### src/design/qgi_pkg.sv
package qgi_pkg;

    localparam int QUAT_WIDTH_DEF  = 32;
    localparam int GYRO_W          = 16;
    localparam int GAIN_W          = 24;
    localparam int RATE_W          = 40;
    localparam int GAIN_SHIFT      = 40;
    localparam int DIGIT_W         = 8;
    localparam logic [GAIN_W-1:0] STEP_GAIN_RESET = 24'd2924735;

    typedef enum logic [4:0] {
        ST_IDLE,
        ST_ACC_INIT,
        ST_MUL_LOAD,
        ST_MUL_RUN,
        ST_ACC_ADD,
        ST_COMP_WR,
        ST_SQ_LOAD,
        ST_SQ_RUN,
        ST_SQ_ADD,
        ST_SQRT_INIT,
        ST_SQRT_RUN,
        ST_CHECK,
        ST_DIV_LOAD,
        ST_DIV_RUN,
        ST_DIV_WR,
        ST_IDENT,
        ST_OUT
    } state_t;

    typedef enum logic [3:0] {
        DP_NOP,
        DP_LOAD,
        DP_ACC_INIT,
        DP_MUL_TERM,
        DP_MUL_SQ,
        DP_MUL_STEP,
        DP_ACC_ADD,
        DP_COMP_WR,
        DP_SQ_ADD,
        DP_SQRT_INIT,
        DP_SQRT_STEP,
        DP_DIV_LOAD,
        DP_DIV_STEP,
        DP_DIV_WR,
        DP_IDENT,
        DP_OUT_LOAD
    } dp_op_t;

    typedef struct packed {
        dp_op_t     op;
        logic [1:0] comp;
        logic [1:0] term;
    } dp_cmd_t;

    typedef struct packed {
        logic n_zero;
        logic out_full;
    } dp_stat_t;

    // which component, which rate and which sign feed one product term
    typedef struct packed {
        logic [1:0] qi;
        logic [1:0] ai;
        logic       neg;
    } term_sel_t;

    function automatic term_sel_t term_sel(input logic [1:0] comp, input logic [1:0] term);
        term_sel_t r;
        unique case ({comp, term})
            4'h0:    r = '{qi: 2'd1, ai: 2'd0, neg: 1'b1};
            4'h1:    r = '{qi: 2'd2, ai: 2'd1, neg: 1'b1};
            4'h2:    r = '{qi: 2'd3, ai: 2'd2, neg: 1'b1};
            4'h4:    r = '{qi: 2'd0, ai: 2'd0, neg: 1'b0};
            4'h5:    r = '{qi: 2'd2, ai: 2'd2, neg: 1'b0};
            4'h6:    r = '{qi: 2'd3, ai: 2'd1, neg: 1'b1};
            4'h8:    r = '{qi: 2'd0, ai: 2'd1, neg: 1'b0};
            4'h9:    r = '{qi: 2'd1, ai: 2'd2, neg: 1'b1};
            4'hA:    r = '{qi: 2'd3, ai: 2'd0, neg: 1'b0};
            4'hC:    r = '{qi: 2'd0, ai: 2'd2, neg: 1'b0};
            4'hD:    r = '{qi: 2'd1, ai: 2'd1, neg: 1'b0};
            4'hE:    r = '{qi: 2'd2, ai: 2'd0, neg: 1'b1};
            default: r = '{qi: 2'd0, ai: 2'd0, neg: 1'b0};
        endcase
        return r;
    endfunction

endpackage

### src/design/qgi_ctrl.sv
module qgi_ctrl #(
    parameter int QUAT_WIDTH = qgi_pkg::QUAT_WIDTH_DEF
) (
    input  logic              aclk,
    input  logic              aresetn,
    input  logic              s_valid,
    output logic              s_ready,
    output qgi_pkg::dp_cmd_t  cmd,
    input  qgi_pkg::dp_stat_t stat
);
    import qgi_pkg::*;

    localparam int W         = QUAT_WIDTH;
    localparam int MB        = (W > RATE_W) ? W : RATE_W;
    localparam int MUL_STEPS = (MB + DIGIT_W - 1) / DIGIT_W;
    localparam int CNT_W     = $clog2(W + 2);
    localparam logic [CNT_W-1:0] MUL_LAST  = CNT_W'(MUL_STEPS - 1);
    localparam logic [CNT_W-1:0] SQRT_LAST = CNT_W'(W);
    localparam logic [CNT_W-1:0] DIV_LAST  = CNT_W'(W - 2);

    state_t           state_reg, state_next;
    logic [1:0]       comp_reg, comp_next;
    logic [1:0]       term_reg, term_next;
    logic [CNT_W-1:0] cnt_reg, cnt_next;

    always_ff @(posedge aclk) begin
        if (!aresetn) begin
            state_reg <= ST_IDLE;
            comp_reg  <= '0;
            term_reg  <= '0;
            cnt_reg   <= '0;
        end else begin
            state_reg <= state_next;
            comp_reg  <= comp_next;
            term_reg  <= term_next;
            cnt_reg   <= cnt_next;
        end
    end

    always_comb begin
        state_next = state_reg;
        comp_next  = comp_reg;
        term_next  = term_reg;
        cnt_next   = cnt_reg;
        unique case (state_reg)
            ST_IDLE: begin
                if (s_valid) begin
                    state_next = ST_ACC_INIT;
                    comp_next  = '0;
                end
            end
            ST_ACC_INIT: begin
                term_next  = '0;
                state_next = ST_MUL_LOAD;
            end
            ST_MUL_LOAD: begin
                cnt_next   = '0;
                state_next = ST_MUL_RUN;
            end
            ST_MUL_RUN: begin
                cnt_next = cnt_reg + 1'b1;
                if (cnt_reg == MUL_LAST) begin
                    state_next = ST_ACC_ADD;
                end
            end
            ST_ACC_ADD: begin
                if (term_reg == 2'd2) begin
                    state_next = ST_COMP_WR;
                end else begin
                    term_next  = term_reg + 1'b1;
                    state_next = ST_MUL_LOAD;
                end
            end
            ST_COMP_WR: begin
                comp_next = comp_reg + 1'b1;
                if (comp_reg == 2'd3) begin
                    state_next = ST_SQ_LOAD;
                end else begin
                    state_next = ST_ACC_INIT;
                end
            end
            ST_SQ_LOAD: begin
                cnt_next   = '0;
                state_next = ST_SQ_RUN;
            end
            ST_SQ_RUN: begin
                cnt_next = cnt_reg + 1'b1;
                if (cnt_reg == MUL_LAST) begin
                    state_next = ST_SQ_ADD;
                end
            end
            ST_SQ_ADD: begin
                comp_next = comp_reg + 1'b1;
                if (comp_reg == 2'd3) begin
                    state_next = ST_SQRT_INIT;
                end else begin
                    state_next = ST_SQ_LOAD;
                end
            end
            ST_SQRT_INIT: begin
                cnt_next   = '0;
                state_next = ST_SQRT_RUN;
            end
            ST_SQRT_RUN: begin
                cnt_next = cnt_reg + 1'b1;
                if (cnt_reg == SQRT_LAST) begin
                    state_next = ST_CHECK;
                end
            end
            ST_CHECK: begin
                comp_next = '0;
                if (stat.n_zero) begin
                    state_next = ST_IDENT;
                end else begin
                    state_next = ST_DIV_LOAD;
                end
            end
            ST_DIV_LOAD: begin
                cnt_next   = '0;
                state_next = ST_DIV_RUN;
            end
            ST_DIV_RUN: begin
                cnt_next = cnt_reg + 1'b1;
                if (cnt_reg == DIV_LAST) begin
                    state_next = ST_DIV_WR;
                end
            end
            ST_DIV_WR: begin
                comp_next = comp_reg + 1'b1;
                if (comp_reg == 2'd3) begin
                    state_next = ST_OUT;
                end else begin
                    state_next = ST_DIV_LOAD;
                end
            end
            ST_IDENT: begin
                state_next = ST_OUT;
            end
            ST_OUT: begin
                if (!stat.out_full) begin
                    state_next = ST_IDLE;
                end
            end
            default: begin
                state_next = ST_IDLE;
            end
        endcase
    end

    always_comb begin
        s_ready  = 1'b0;
        cmd.op   = DP_NOP;
        cmd.comp = comp_reg;
        cmd.term = term_reg;
        unique case (state_reg)
            ST_IDLE: begin
                s_ready = 1'b1;
                if (s_valid) begin
                    cmd.op = DP_LOAD;
                end
            end
            ST_ACC_INIT:  cmd.op = DP_ACC_INIT;
            ST_MUL_LOAD:  cmd.op = DP_MUL_TERM;
            ST_MUL_RUN:   cmd.op = DP_MUL_STEP;
            ST_ACC_ADD:   cmd.op = DP_ACC_ADD;
            ST_COMP_WR:   cmd.op = DP_COMP_WR;
            ST_SQ_LOAD:   cmd.op = DP_MUL_SQ;
            ST_SQ_RUN:    cmd.op = DP_MUL_STEP;
            ST_SQ_ADD:    cmd.op = DP_SQ_ADD;
            ST_SQRT_INIT: cmd.op = DP_SQRT_INIT;
            ST_SQRT_RUN:  cmd.op = DP_SQRT_STEP;
            ST_CHECK:     cmd.op = DP_NOP;
            ST_DIV_LOAD:  cmd.op = DP_DIV_LOAD;
            ST_DIV_RUN:   cmd.op = DP_DIV_STEP;
            ST_DIV_WR:    cmd.op = DP_DIV_WR;
            ST_IDENT:     cmd.op = DP_IDENT;
            ST_OUT: begin
                if (!stat.out_full) begin
                    cmd.op = DP_OUT_LOAD;
                end
            end
            default:      cmd.op = DP_NOP;
        endcase
    end

endmodule

### config.mk
export PLATFORM = sky130hd
export DESIGN_NAME = qgi_ctrl
export DESIGN_NICKNAME = d
export VERILOG_FILES = /design/src/design/qgi_pkg.sv /design/src/design/qgi_ctrl.sv
export SDC_FILE = /design/constraint.sdc
export NUM_CORES = 1
export LEC_CHECK = 0
export ABC_AREA = 1
export BUFFER_PORTS_ARGS = -buffer_cell sky130_fd_sc_hd__clkbuf_2
export CAP_MARGIN = 10
export CORE_ASPECT_RATIO = 1.5
export CORE_UTILIZATION = 57
export CTS_CLUSTER_SIZE = 10
export DETAILED_ROUTE_END_ITERATION = 6
export PLACE_DENSITY = 0.9
export SLEW_MARGIN = 20
export SYNTH_ARGS = -nofsm -noshare
export SYNTH_HDL_FRONTEND = slang
export SYNTH_SLANG_ARGS = --single-unit
### constraint.sdc
create_clock -name aclk -period 1.9 [get_ports aclk]
set_clock_uncertainty 0.15 [all_clocks]
set_input_delay 0.19 -clock aclk [delete_from_list [all_inputs] [get_ports aclk]]
set_output_delay 0.19 -clock aclk [all_outputs]
set_load 0.02 [all_outputs]
# After elaboration in Yosys (flattened, before gate mapping)
# Index checks and enable logic that the tools add are counted.
[word_totals]
memories = 0
reg_bits = 15
output_inout_bits = 9
latch_bits = 0
mem_bits_ro = 0
ram_bits = 0
[classes]
mux = 21
shifts = 0
n_addsub = 3
n_reduce_logical = 11
eq_ne = 28
magnitude_cmp = 0
bitwise_logic = 0
div_mod_pow = 0
mul = 0
[ops]
columns = ["cell", "count"]
rows = [
  ["$pmux 5 s17", 1],
  ["$pmux 4 s15", 1],
  ["$eq 5x4->1 const B", 8],
  ["$mux 5", 7],
  ["$eq 5x3->1 const B", 4],
  ["$ne 2x2->1 const B", 7],
  ["$pmux 6 s2", 1],
  ["$eq 5x2->1 const B", 2],
  ["$mux 4", 2],
  ["$reduce_or 4->1", 2],
  ["$add 6x1->6 const B", 1],
  ["$eq 6x3->1 const B", 1],
  ["$eq 6x5->1 const B", 1],
  ["$eq 6x6->1 const B", 1],
  ["$mux 2", 3],
  ["$mux 3", 2],
  ["$pmux 2 s3", 1],
  ["$reduce_and 6->1", 1],
  ["$eq 5x1->1 const B", 1],
  ["$eq 5x5->1 const B", 1],
  ["$logic_not 5->1", 1],
  ["$add 2x1->2 const B", 2],
  ["$eq 2x2->1 const B", 2],
  ["$pmux 2 s2", 1],
  ["other kinds (6)", 9],
]

# Depth between registers and ports, before layout
# Gate-level depths: netlist of the first run.
[logic_depth]
word_depth = 4
depth_mapped = 10

# Worst setup path after synthesis of the first run
# No wires, ideal clock.
[synth_timing]
path_type = "register to output"
from = "reg state_reg[0]"
to = "out cmd[7] in the netlist's numbering"
t_arrival_ns = 1.205
slack_ns = 0.355
path_stages_with_launch = 7
n_path_buf = 1
required_ns = 1.560
path_cell_list = "dfxtp_1 nor2_2 buf_2 nand3_1 nor2_1 a21oi_1 o211ai_1"
[synth_lines]
columns = ["element", "line", "source"]
rows = [
  ["from (decl)", "qgi_ctrl.sv:21", "state_t state_reg, state_next;"],
  ["from (signal assigned)", "qgi_ctrl.sv:33", "state_reg <= state_next;"],
  ["to (decl)", "qgi_ctrl.sv:8", "output qgi_pkg::dp_cmd_t cmd,"],
]

==> flow_summary.json, run 1 <==
{
  "outcome": "finished, violations left",
  "violations": "setup timing",
  "setup_ws_ns": -0.0489,
  "finalSetupViolCount": 1,
  "largest_reg_flops": 6,
  "crit_fanout": 5,
  "fmax_mhz": 513,
  "dr.first_iter.drc_count": 55,
  "cts_tree": "done",
  "cts_inserted_buffers": 3,
  "fp.dieH_um": 57.7,
  "hpwl_um": 2590,
  "antenna_cells": 0,
  "cpPeakStageDelay_ns": 0.38,
  "worst-path-buf-inv": 1,
  "cts_htree_levels": 1,
  "critical_path.cell_chain": "nor2_2 > nand2_1 > nor2_1 > nor3_2 > nand3_2 > buf_6",
  "io_pins": 14,
  "antenna_left": 0,
  "period_share_pct": 103,
  "port_buffers": 13,
  "antenna_found_initial": 0,
  "slew_violations": 0,
  "cp.required_ns": 1.56,
  "grt_max_degree": 12,
  "avgSynthCellArea_um2": 5.92,
  "whs_ns": 0.0262,
  "drc": 0,
  "start_kind": "flop",
  "die-area_um2": 2260,
  "synth_cell_types": 23,
  "grt_pass1_vias": 1401,
  "drv_cap": 0,
  "clock-sinks": 15,
  "p_seq_share_pct": 28.0,
  "routed_via_density": 5.98,
  "final_hold_viol_count": 0,
  "synth_commonest_cells": "58 x nand2_1, 27 x nor2_1, 21 x inv_1",
  "die_w_um": 39.1,
  "ir_worst_vdd_mv": 0.774,
  "intPower_mw": 0.774,
  "crit_slowest_cell": "dfxtp_4",
  "coreArea_um2": 1880,
  "hold_class": "primary input to flop",
  "synthToLayoutAreaGrowth_pct": 24.9,
  "utilization_pct": 78.3,
  "grt_pass1_wl_um": 5910,
  "cts_root_buf": "clkbuf_4",
  "via_count": 1442,
  "synth-edff-count": 0,
  "grt.overflow.total": 0,
  "synth_area_leaders": "dfxtp_1 26%, nand2_1 18%, nor2_1 8.6%",
  "synthFlopType": "dfxtp_1",
  "relSlewSlack_pct": 76.1,
  "synthArstFlopShare_pct": 0,
  "nets": 231,
  "arrival_ns": 1.61,
  "row_count": 19,
  "path_class": "flop to output pin",
  "clk_latency_ns": 0.29,
  "wl_um": 3680,
  "clkSlewWorstSetupHoldPaths_ns": 0.10,
  "syn_area_um2": 1180,
  "first_pass_iters": 5,
  "fillers": 146,
  "worst_setup_path_end_kind": "output pin",
  "synth.yosys.seq_area_share_pct": 25.5,
  "power.total_mw": 1.52,
  "p_per_area_nw_per_um2": 1030,
  "power.leakage_nw": 0.672,
  "ctsLongestPathBuffers": 2,
  "post-place-cells": 232,
  "reg2reg_setup_slack_ns": 0.11,
  "synth_most_common_cell": "nand2_1",
  "clkPwrFrac_pct": 12.5,
  "tightest_slew_ns": 0.358,
  "synth_seq_cells": 15,
  "grt_usage_pct": 36.3,
  "synth_top_area_share_pct": 25.5,
  "switching_share_pct": 49.0,
  "path_delay_family": "simple AND/OR/NAND/NOR gates",
  "fin_crit_ns": 1.95,
  "rsz0062_at_grt": "yes",
  "synth_top_area_cell": "dfxtp_1",
  "drive_gt1_share_pct": 28.6,
  "power_frac_comb_pct": 59.5,
  "ys_warn_count": 0,
  "synthCells": 199,
  "fin_cells": 241,
  "p_switching_mw": 0.743,
  "synth_fp_nets": 209,
  "fin_tns_setup_ns": -0.0489,
  "initial_utilization_pct": 62.7,
  "wl_per_cell_um": 15.3,
  "gp_congestion": 0.977
}
-- timing repair --
| action | in CTS | in global routing |
|---|---|---|
| setup buffers | 2 | 3 |
| endpoints found under the setup margin | 5 | 4 |
| gates resized for setup | 10 | 38 |
| pin swaps | 1 | 8 |
| endpoints found under the hold margin | 0 | 0 |
| hold buffers | 0 | 0 |
-- per-stage QoR --
stage / area [um^2] / worst slack [ns]
2_1_floorplan: 1180 / 0.355
3_5_place_dp: 1270 / 0.0926
6_report: 1470 / -0.0489
3_3_place_gp: 1270 / 0.117
4_1_cts: 1330 / -0.00231
5_1_grt: 1470 / -0.0722
-- routing by layer --
metal / track usage, % / vias to the layer above / share of wire (%)
met2: 61.7 / 74 / 56
met4: 25.6 / 0 / 4.4
li1: - / 690 / -
met5: 0 / - / 0
met1: 35.7 / 660 / 35
met3: 9.96 / 18 / 4.6
-- final timing paths --
kind                startpoint            to  cells after the start
hold reg to reg    term_reg[0]   term_reg[0]                      1
setup reg to reg  state_reg[4]  state_reg[2]                      9
setup / recovery  state_reg[4]        cmd[4]                      6
hold / removal         aresetn    cnt_reg[3]                      3
-- worst min-delay path: cells and delay by family --
family	cells	cell delay [ns]
buffers and inverters	1	0.12
AOI/OAI and AO/OA	2	0.12
-- cell type report --
class / count / area (um^2) / share of cell area, %
Clock buffer: 3 / 22.5 / 1.53
Clock inverter: 1 / 5.00 / 0.340
Tap cell: 21 / 26.3 / 1.79
Inverter: 26 / 103 / 6.98
Multi-Input combinational cell: 156 / 862 / 58.6
Sequential cell: 15 / 319 / 21.7
Timing Repair Buffer: 19 / 133 / 9.02
-- power groups by stage --
stage | registers [mW] | logic [mW] | clock network, mW
after floorplan | 0.408 | 0.479 | 0
after global placement | 0.407 | 0.652 | 0
after detailed placement | 0.410 | 0.679 | 0
after CTS | 0.407 | 0.739 | 0.190
after global routing | 0.430 | 0.982 | 0.206
final | 0.425 | 0.903 | 0.189
-- logic make-up (layout without fill, tap and decap cells) --
| family | count (synthesis) | after routing | synth area share (%) |
|---|---|---|---|
| simple gates | 119 | 119 | 45.8 |
| fa+ha+maj | 5 | 5 | 5.31 |
| compound gates | 31 | 31 | 13.6 |
| flops | 15 | 15 | 25.5 |
| xor+xnor | 1 | 1 | 0.744 |
| buf+inv | 28 | 49 | 9.03 |
-- placed cells by master (no fill, tap or decap), types with 6 or more instances in the layout --
master / Yosys / final
nor2_4: 2 / 6
nand2_1: 58 / 55
nand3_1: 13 / 11
dfxtp_1: 15 / 10
nand4_1: 7 / 7
clkbuf_2: 0 / 10
nor2_2: 5 / 7
nor2_1: 27 / 21
o21ai_0: 11 / 10
inv_2: 5 / 6
inv_1: 21 / 18
a21oi_1: 16 / 15
No activity file was read; power rests on OpenSTA's default activity.
==> run 2: changes to the inputs <==
--- a/config.mk
+++ b/config.mk
@@ -9,9 +9,11 @@
 export BUFFER_PORTS_ARGS = -buffer_cell sky130_fd_sc_hd__clkbuf_2
 export CAP_MARGIN = 10
 export CORE_ASPECT_RATIO = 1.5
+export CORE_MARGIN = 1
 export CORE_UTILIZATION = 57
 export CTS_CLUSTER_SIZE = 10
 export DETAILED_ROUTE_END_ITERATION = 6
+export MAX_ROUTING_LAYER = met4
 export PLACE_DENSITY = 0.9
 export SLEW_MARGIN = 20
 export SYNTH_ARGS = -nofsm -noshare
==> run 2 against run 1 <==
  * The run now ends clean
  * Routed wire length is 5.2% lower
  * Critical path type unchanged
  * Cell area is 1.1% lower
  * Sequential cell count stayed put
  * Clock power hardly changed
  * Critical endpoint unchanged
  * Power is 2.6% lower
  * Register-to-register slack better by 0.08 ns
  * Via count is 1.2% higher
  * First-iteration DRC count is 110% higher
  * Highest routed layer unchanged
==> flow_summary.json, run 2 (same netlist as run 1, synthesis figures left out) <==
{
  "outcome": "complete, no violations",
  "die-area_um2": 2260,
  "drc": 0,
  "clkSlewWorstSetupHoldPaths_ns": 0.10,
  "io_pins": 14,
  "row_count": 19,
  "grt_max_degree": 12,
  "cts_inserted_buffers": 3,
  "ir_worst_vdd_mv": 0.623,
  "synthToLayoutAreaGrowth_pct": 23.5,
  "reg2reg_setup_slack_ns": 0.19,
  "period_share_pct": 98.4,
  "cts_tree": "done",
  "fin_crit_ns": 1.87,
  "drv_cap": 0,
  "antenna_left": 0,
  "final_hold_viol_count": 0,
  "gp_congestion": 0.976,
  "setup_ws_ns": 0.0305,
  "holdPathEnd": "cnt_reg[3]",
  "arrival_ns": 1.53,
  "fp.dieH_um": 57.7,
  "power.leakage_nw": 0.676,
  "met2_usage_pct": 61.9,
  "r2r-end": "cnt_reg[5]",
  "routed_via_density": 5.96,
  "hold_depth": 3,
  "wl_um": 3490,
  "tightest_slew_ns": 0.379,
  "antenna_cells": 0,
  "hold_class": "primary input to flop",
  "fmax_mhz": 535,
  "dr.first_iter.drc_count": 113,
  "r2r-start": "state_reg[2]",
  "grt_pass1_wl_um": 5220,
  "port_buffers": 13,
  "wl_per_cell_um": 14.3,
  "most-common-layout-cells": "55 x nand2_1, 23 x nor2_1, 17 x inv_1",
  "drive_gt1_share_pct": 29.0,
  "hpwl_um": 2440,
  "slew_violations": 0,
  "ctsLongestPathBuffers": 2,
  "grt-busiest-layer": "met2",
  "finalSetupViolCount": 0,
  "start_kind": "flop",
  "rsz0062_at_grt": "yes",
  "largest_reg_flops": 6,
  "clock-sinks": 15,
  "antenna_found_initial": 0,
  "nets": 235,
  "grt_use_met1_pct": 31.3,
  "cts_htree_levels": 1,
  "grt_usage_pct": 33.9,
  "r2r_cells": 7,
  "whs_ns": 0.0387,
  "initial_utilization_pct": 62.7,
  "cts_root_buf": "clkbuf_4",
  "via_count": 1460,
  "hp-start": "aresetn",
  "cp.required_ns": 1.56,
  "gr-usage-met3_pct": 4.21,
  "die_w_um": 39.1,
  "layout_commonest_cell": "nand2_1",
  "coreArea_um2": 1880,
  "first_pass_iters": 5,
  "clk_latency_ns": 0.30,
  "worst_setup_path_end_kind": "output pin",
  "path_class": "flop to output pin",
  "grt_pass1_vias": 1282,
  "power.total_mw": 1.48,
  "relSlewSlack_pct": 74.7,
  "dp_slack_ns": 0.0421,
  "grt.overflow.total": 0,
  "p_per_area_nw_per_um2": 1020,
  "crit_fanout": 6
}
## run 2: how the worst max path moves through the flow
| stage | from | to | cells past startpoint |
|---|---|---|---|
| final | state_reg[2] | cmd[4] | 8 |
| after global routing | state_reg[0] | cmd[7] | 6 |
| after CTS | state_reg[2] | cmd[4] | 8 |
| after detailed placement | state_reg[2] | cmd[4] | 8 |
| after global placement | state_reg[2] | cmd[4] | 8 |
| after floorplan | state_reg[0] | cmd[7] | 6 |
## run 2: per-layer routing
metal,part of all wire (%),vias up,routed length [um]
met3,6.5,18,227
met5,0,-,0
li1,-,692,-
met2,55,82,1920
met4,4.6,0,161
met1,34,668,1180
## run 2: critical path, cell delays in order (launching register included)
cell     delay, ns
dfxtp_4       0.39
inv_4         0.08
nand2_4       0.05
nor2_4        0.20
nand2_2       0.12
o22ai_2       0.13
nor3_2        0.05
nand3_1       0.09
buf_6         0.12
## run 2: area by class of cell
type | count | area (um^2)
fill | 140 | 424
tap | 21 | 26.3
multi-input combinational | 156 | 832
clock buffer | 3 | 22.5
timing repair buffer | 23 | 151
inverter | 26 | 100
clock inverter | 1 | 5.00
sequential | 15 | 317
## run 2: what timing repair did
| item | in CTS | in global routing |
|---|---|---|
| hold buffers | 0 | 0 |
| setup buffers | 1 | 8 |
| endpoints found under the setup margin | 5 | 4 |
| resized for setup | 9 | 29 |
| pin swaps | 1 | 6 |
## run 2: power breakdown
group	leakage (nW)	internal [mW]	switching (mW)	total, mW
registers	0.125	0.360	0.0554	0.415
logic	0.533	0.324	0.549	0.873
clock network	0.0177	0.0785	0.111	0.190
total	0.676	0.762	0.715	1.48
## run 2: through the flow
stage | instances | util [%] | setup TNS (ns) | cell area (um^2)
after detailed placement | 232 | 67.5 | 0 | 1270
after CTS | 237 | 70.5 | -0.000658 | 1320
after global placement | 232 | 67.5 | 0 | 1270
after global routing | 245 | 77.4 | -0.0813 | 1450
final | 245 | 77.4 | 0 | 1450
after floorplan | 199 | - | 0 | 1180
==> run 3: changes to the inputs <==
--- a/config.mk
+++ b/config.mk
@@ -9,12 +9,11 @@
 export BUFFER_PORTS_ARGS = -buffer_cell sky130_fd_sc_hd__clkbuf_2
 export CAP_MARGIN = 10
 export CORE_ASPECT_RATIO = 1.5
-export CORE_MARGIN = 1
-export CORE_UTILIZATION = 57
+export CORE_UTILIZATION = 51
 export CTS_CLUSTER_SIZE = 10
 export DETAILED_ROUTE_END_ITERATION = 6
 export MAX_ROUTING_LAYER = met4
-export PLACE_DENSITY = 0.9
+export PLACE_DENSITY = 0.86
 export SLEW_MARGIN = 20
 export SYNTH_ARGS = -nofsm -noshare
 export SYNTH_HDL_FRONTEND = slang
==> constraint.sdc (replaced) <==
create_clock -name aclk -period 1.6 [get_ports aclk]
set_clock_uncertainty 0.15 [all_clocks]
set_input_delay 0.16 -clock aclk [delete_from_list [all_inputs] [get_ports aclk]]
set_output_delay 0.16 -clock aclk [all_outputs]
set_load 0.02 [all_outputs]
==> run 3 against run 2 <==
  * The flow now finishes with violations (setup timing)
  * Register-to-register slack got worse by 0.27 ns
  * Final cell count rose by 8.2%
  * Clock power rose by 15%
  * Via count rose by 9.2%
  * Sequential power rose by 21%
  * Critical path type unchanged
  * Critical endpoint unchanged
  * Largest cell class unchanged
  * Largest power group unchanged
==> flow_summary.json, run 3 (same netlist as run 1, synthesis figures left out) <==
{
  "top_layer_used": "met4",
  "grt_pass1_wl_um": 5450,
  "period_share_pct": 117,
  "drc": 0,
  "hold_class": "primary input to flop",
  "dr.first_iter.drc_count": 105,
  "fillers": 147,
  "finalInstanceArea_um2": 1790,
  "die_w_um": 41.2,
  "grt_usage_pct": 32.3,
  "power.leakage_nw": 0.843,
  "cts-hold-fix-buffers": 0,
  "routed_via_density": 6.02,
  "arrival_ns": 1.56,
  "wl_um": 4530,
  "via_count": 1594,
  "setup_ws_ns": -0.274,
  "fmax_mhz": 534,
  "gp_congestion": 0.932,
  "grt_pass1_vias": 1286,
  "crit_fanout": 4,
  "utilization_pct": 81.2,
  "grt.overflow.total": 0,
  "clkSlewWorstSetupHoldPaths_ns": 0.09,
  "row_count": 21,
  "route.met3.wl_um": 338,
  "start_kind": "flop",
  "grt_max_degree": 12,
  "outcome": "finished, violations left",
  "cts_htree_levels": 1,
  "hpwl_um": 2510,
  "tightest_slew_ns": 0.471,
  "nets": 253,
  "clock-sinks": 15,
  "relSlewSlack_pct": 68.6,
  "die-area_um2": 2510,
  "place_area_um2": 1380,
  "drv_cap": 0,
  "violations": "setup timing",
  "first_pass_iters": 5,
  "worst_setup_path_end_kind": "output pin",
  "finalSetupViolCount": 15,
  "layout_commonest_cell": "nand2_1",
  "power.total_mw": 2.10,
  "io_pins": 14,
  "p_per_area_nw_per_um2": 1170,
  "wl_met2_um": 2330,
  "antenna_left": 0,
  "rsz0062_at_grt": "yes",
  "fin_crit_ns": 1.87,
  "cp.required_ns": 1.29,
  "cts_root_buf": "clkbuf_4",
  "most-common-layout-cells": "45 x nand2_1, 25 x buf_4, 21 x nor2_1",
  "ctsLongestPathBuffers": 2,
  "fp.dieH_um": 60.8,
  "port_buffers": 13,
  "synthToLayoutAreaGrowth_pct": 52.3,
  "cts_inserted_buffers": 3,
  "ir_worst_vdd_mv": 0.894,
  "antenna_cells": 0,
  "initial_utilization_pct": 53.3,
  "antenna_found_initial": 0,
  "m1WireLength_um": 1600,
  "path_class": "flop to output pin",
  "drive_gt1_share_pct": 45.9,
  "clk_latency_ns": 0.29,
  "slew_violations": 0,
  "cts_tree": "done",
  "wl_per_cell_um": 17.1,
  "final_hold_viol_count": 0,
  "dp_slack_ns": -0.114,
  "coreArea_um2": 2210,
  "largest_reg_flops": 6
}
run 3: changes by cell type in the layout (fill, tap and decap cells not counted), sizes merged:
cell	delta
buf	+16
clkbuf	+2
run 3: routing by layer:
layer	up-vias	GRT usage, %
met2	120	53.3
met3	34	3.30
met1	708	34.5
li1	732	-
met5	-	-
met4	0	20.7
run 3: layout make-up:
type / instances / area [um^2] / share of cell area (%)
tap: 23 / 28.8 / 1.61
clock inverter: 1 / 5.00 / 0.279
clock buffer: 3 / 22.5 / 1.26
sequential: 15 / 322 / 17.9
timing repair buffer: 41 / 337 / 18.8
multi-input combinational: 156 / 968 / 54.0
inverter: 26 / 110 / 6.14
run 3: repair_timing:
| action | in CTS | in global routing |
|---|---|---|
| setup buffers | 8 | 5 |
| endpoints found under the setup margin | 17 | 18 |
| pin swaps | 6 | 17 |
| gates resized for setup | 38 | 51 |
run 3: critical path, cell delays in order, from the launching register on:
cell,delay [ns]
dfxtp_4,0.40
inv_4,0.08
nand2_2,0.07
nor2_4,0.14
nand2_1,0.12
o22ai_2,0.14
nor3_2,0.06
nand3_1,0.10
clkbuf_8,0.16
run 3: stage by stage:
stage,setup TNS [ns],std cells,hold WS [ns]
3_3_place_gp,-0.640,248,0.305
3_5_place_dp,-0.720,248,0.303
6_report,-1.48,265,0.0116
2_1_floorplan,0,199,0.139
4_1_cts,-0.600,260,0.00438
5_1_grt,-2.62,265,0.0242
run 3: final timing paths:
kind                     start  cells past startpoint      endpoint  slack, ns
hold reg to reg    term_reg[0]                      1   term_reg[0]       0.35
hold / removal         aresetn                      3    cnt_reg[0]       0.01
setup reg to reg  state_reg[3]                      8  state_reg[0]      -0.08
setup / recovery  state_reg[3]                      8        cmd[4]      -0.27
run 3: report_power, final:
group          internal, mW  leakage, nW  switching, mW
logic                 0.583        0.699          0.791
clock network        0.0929       0.0177          0.125
registers             0.427        0.126         0.0769
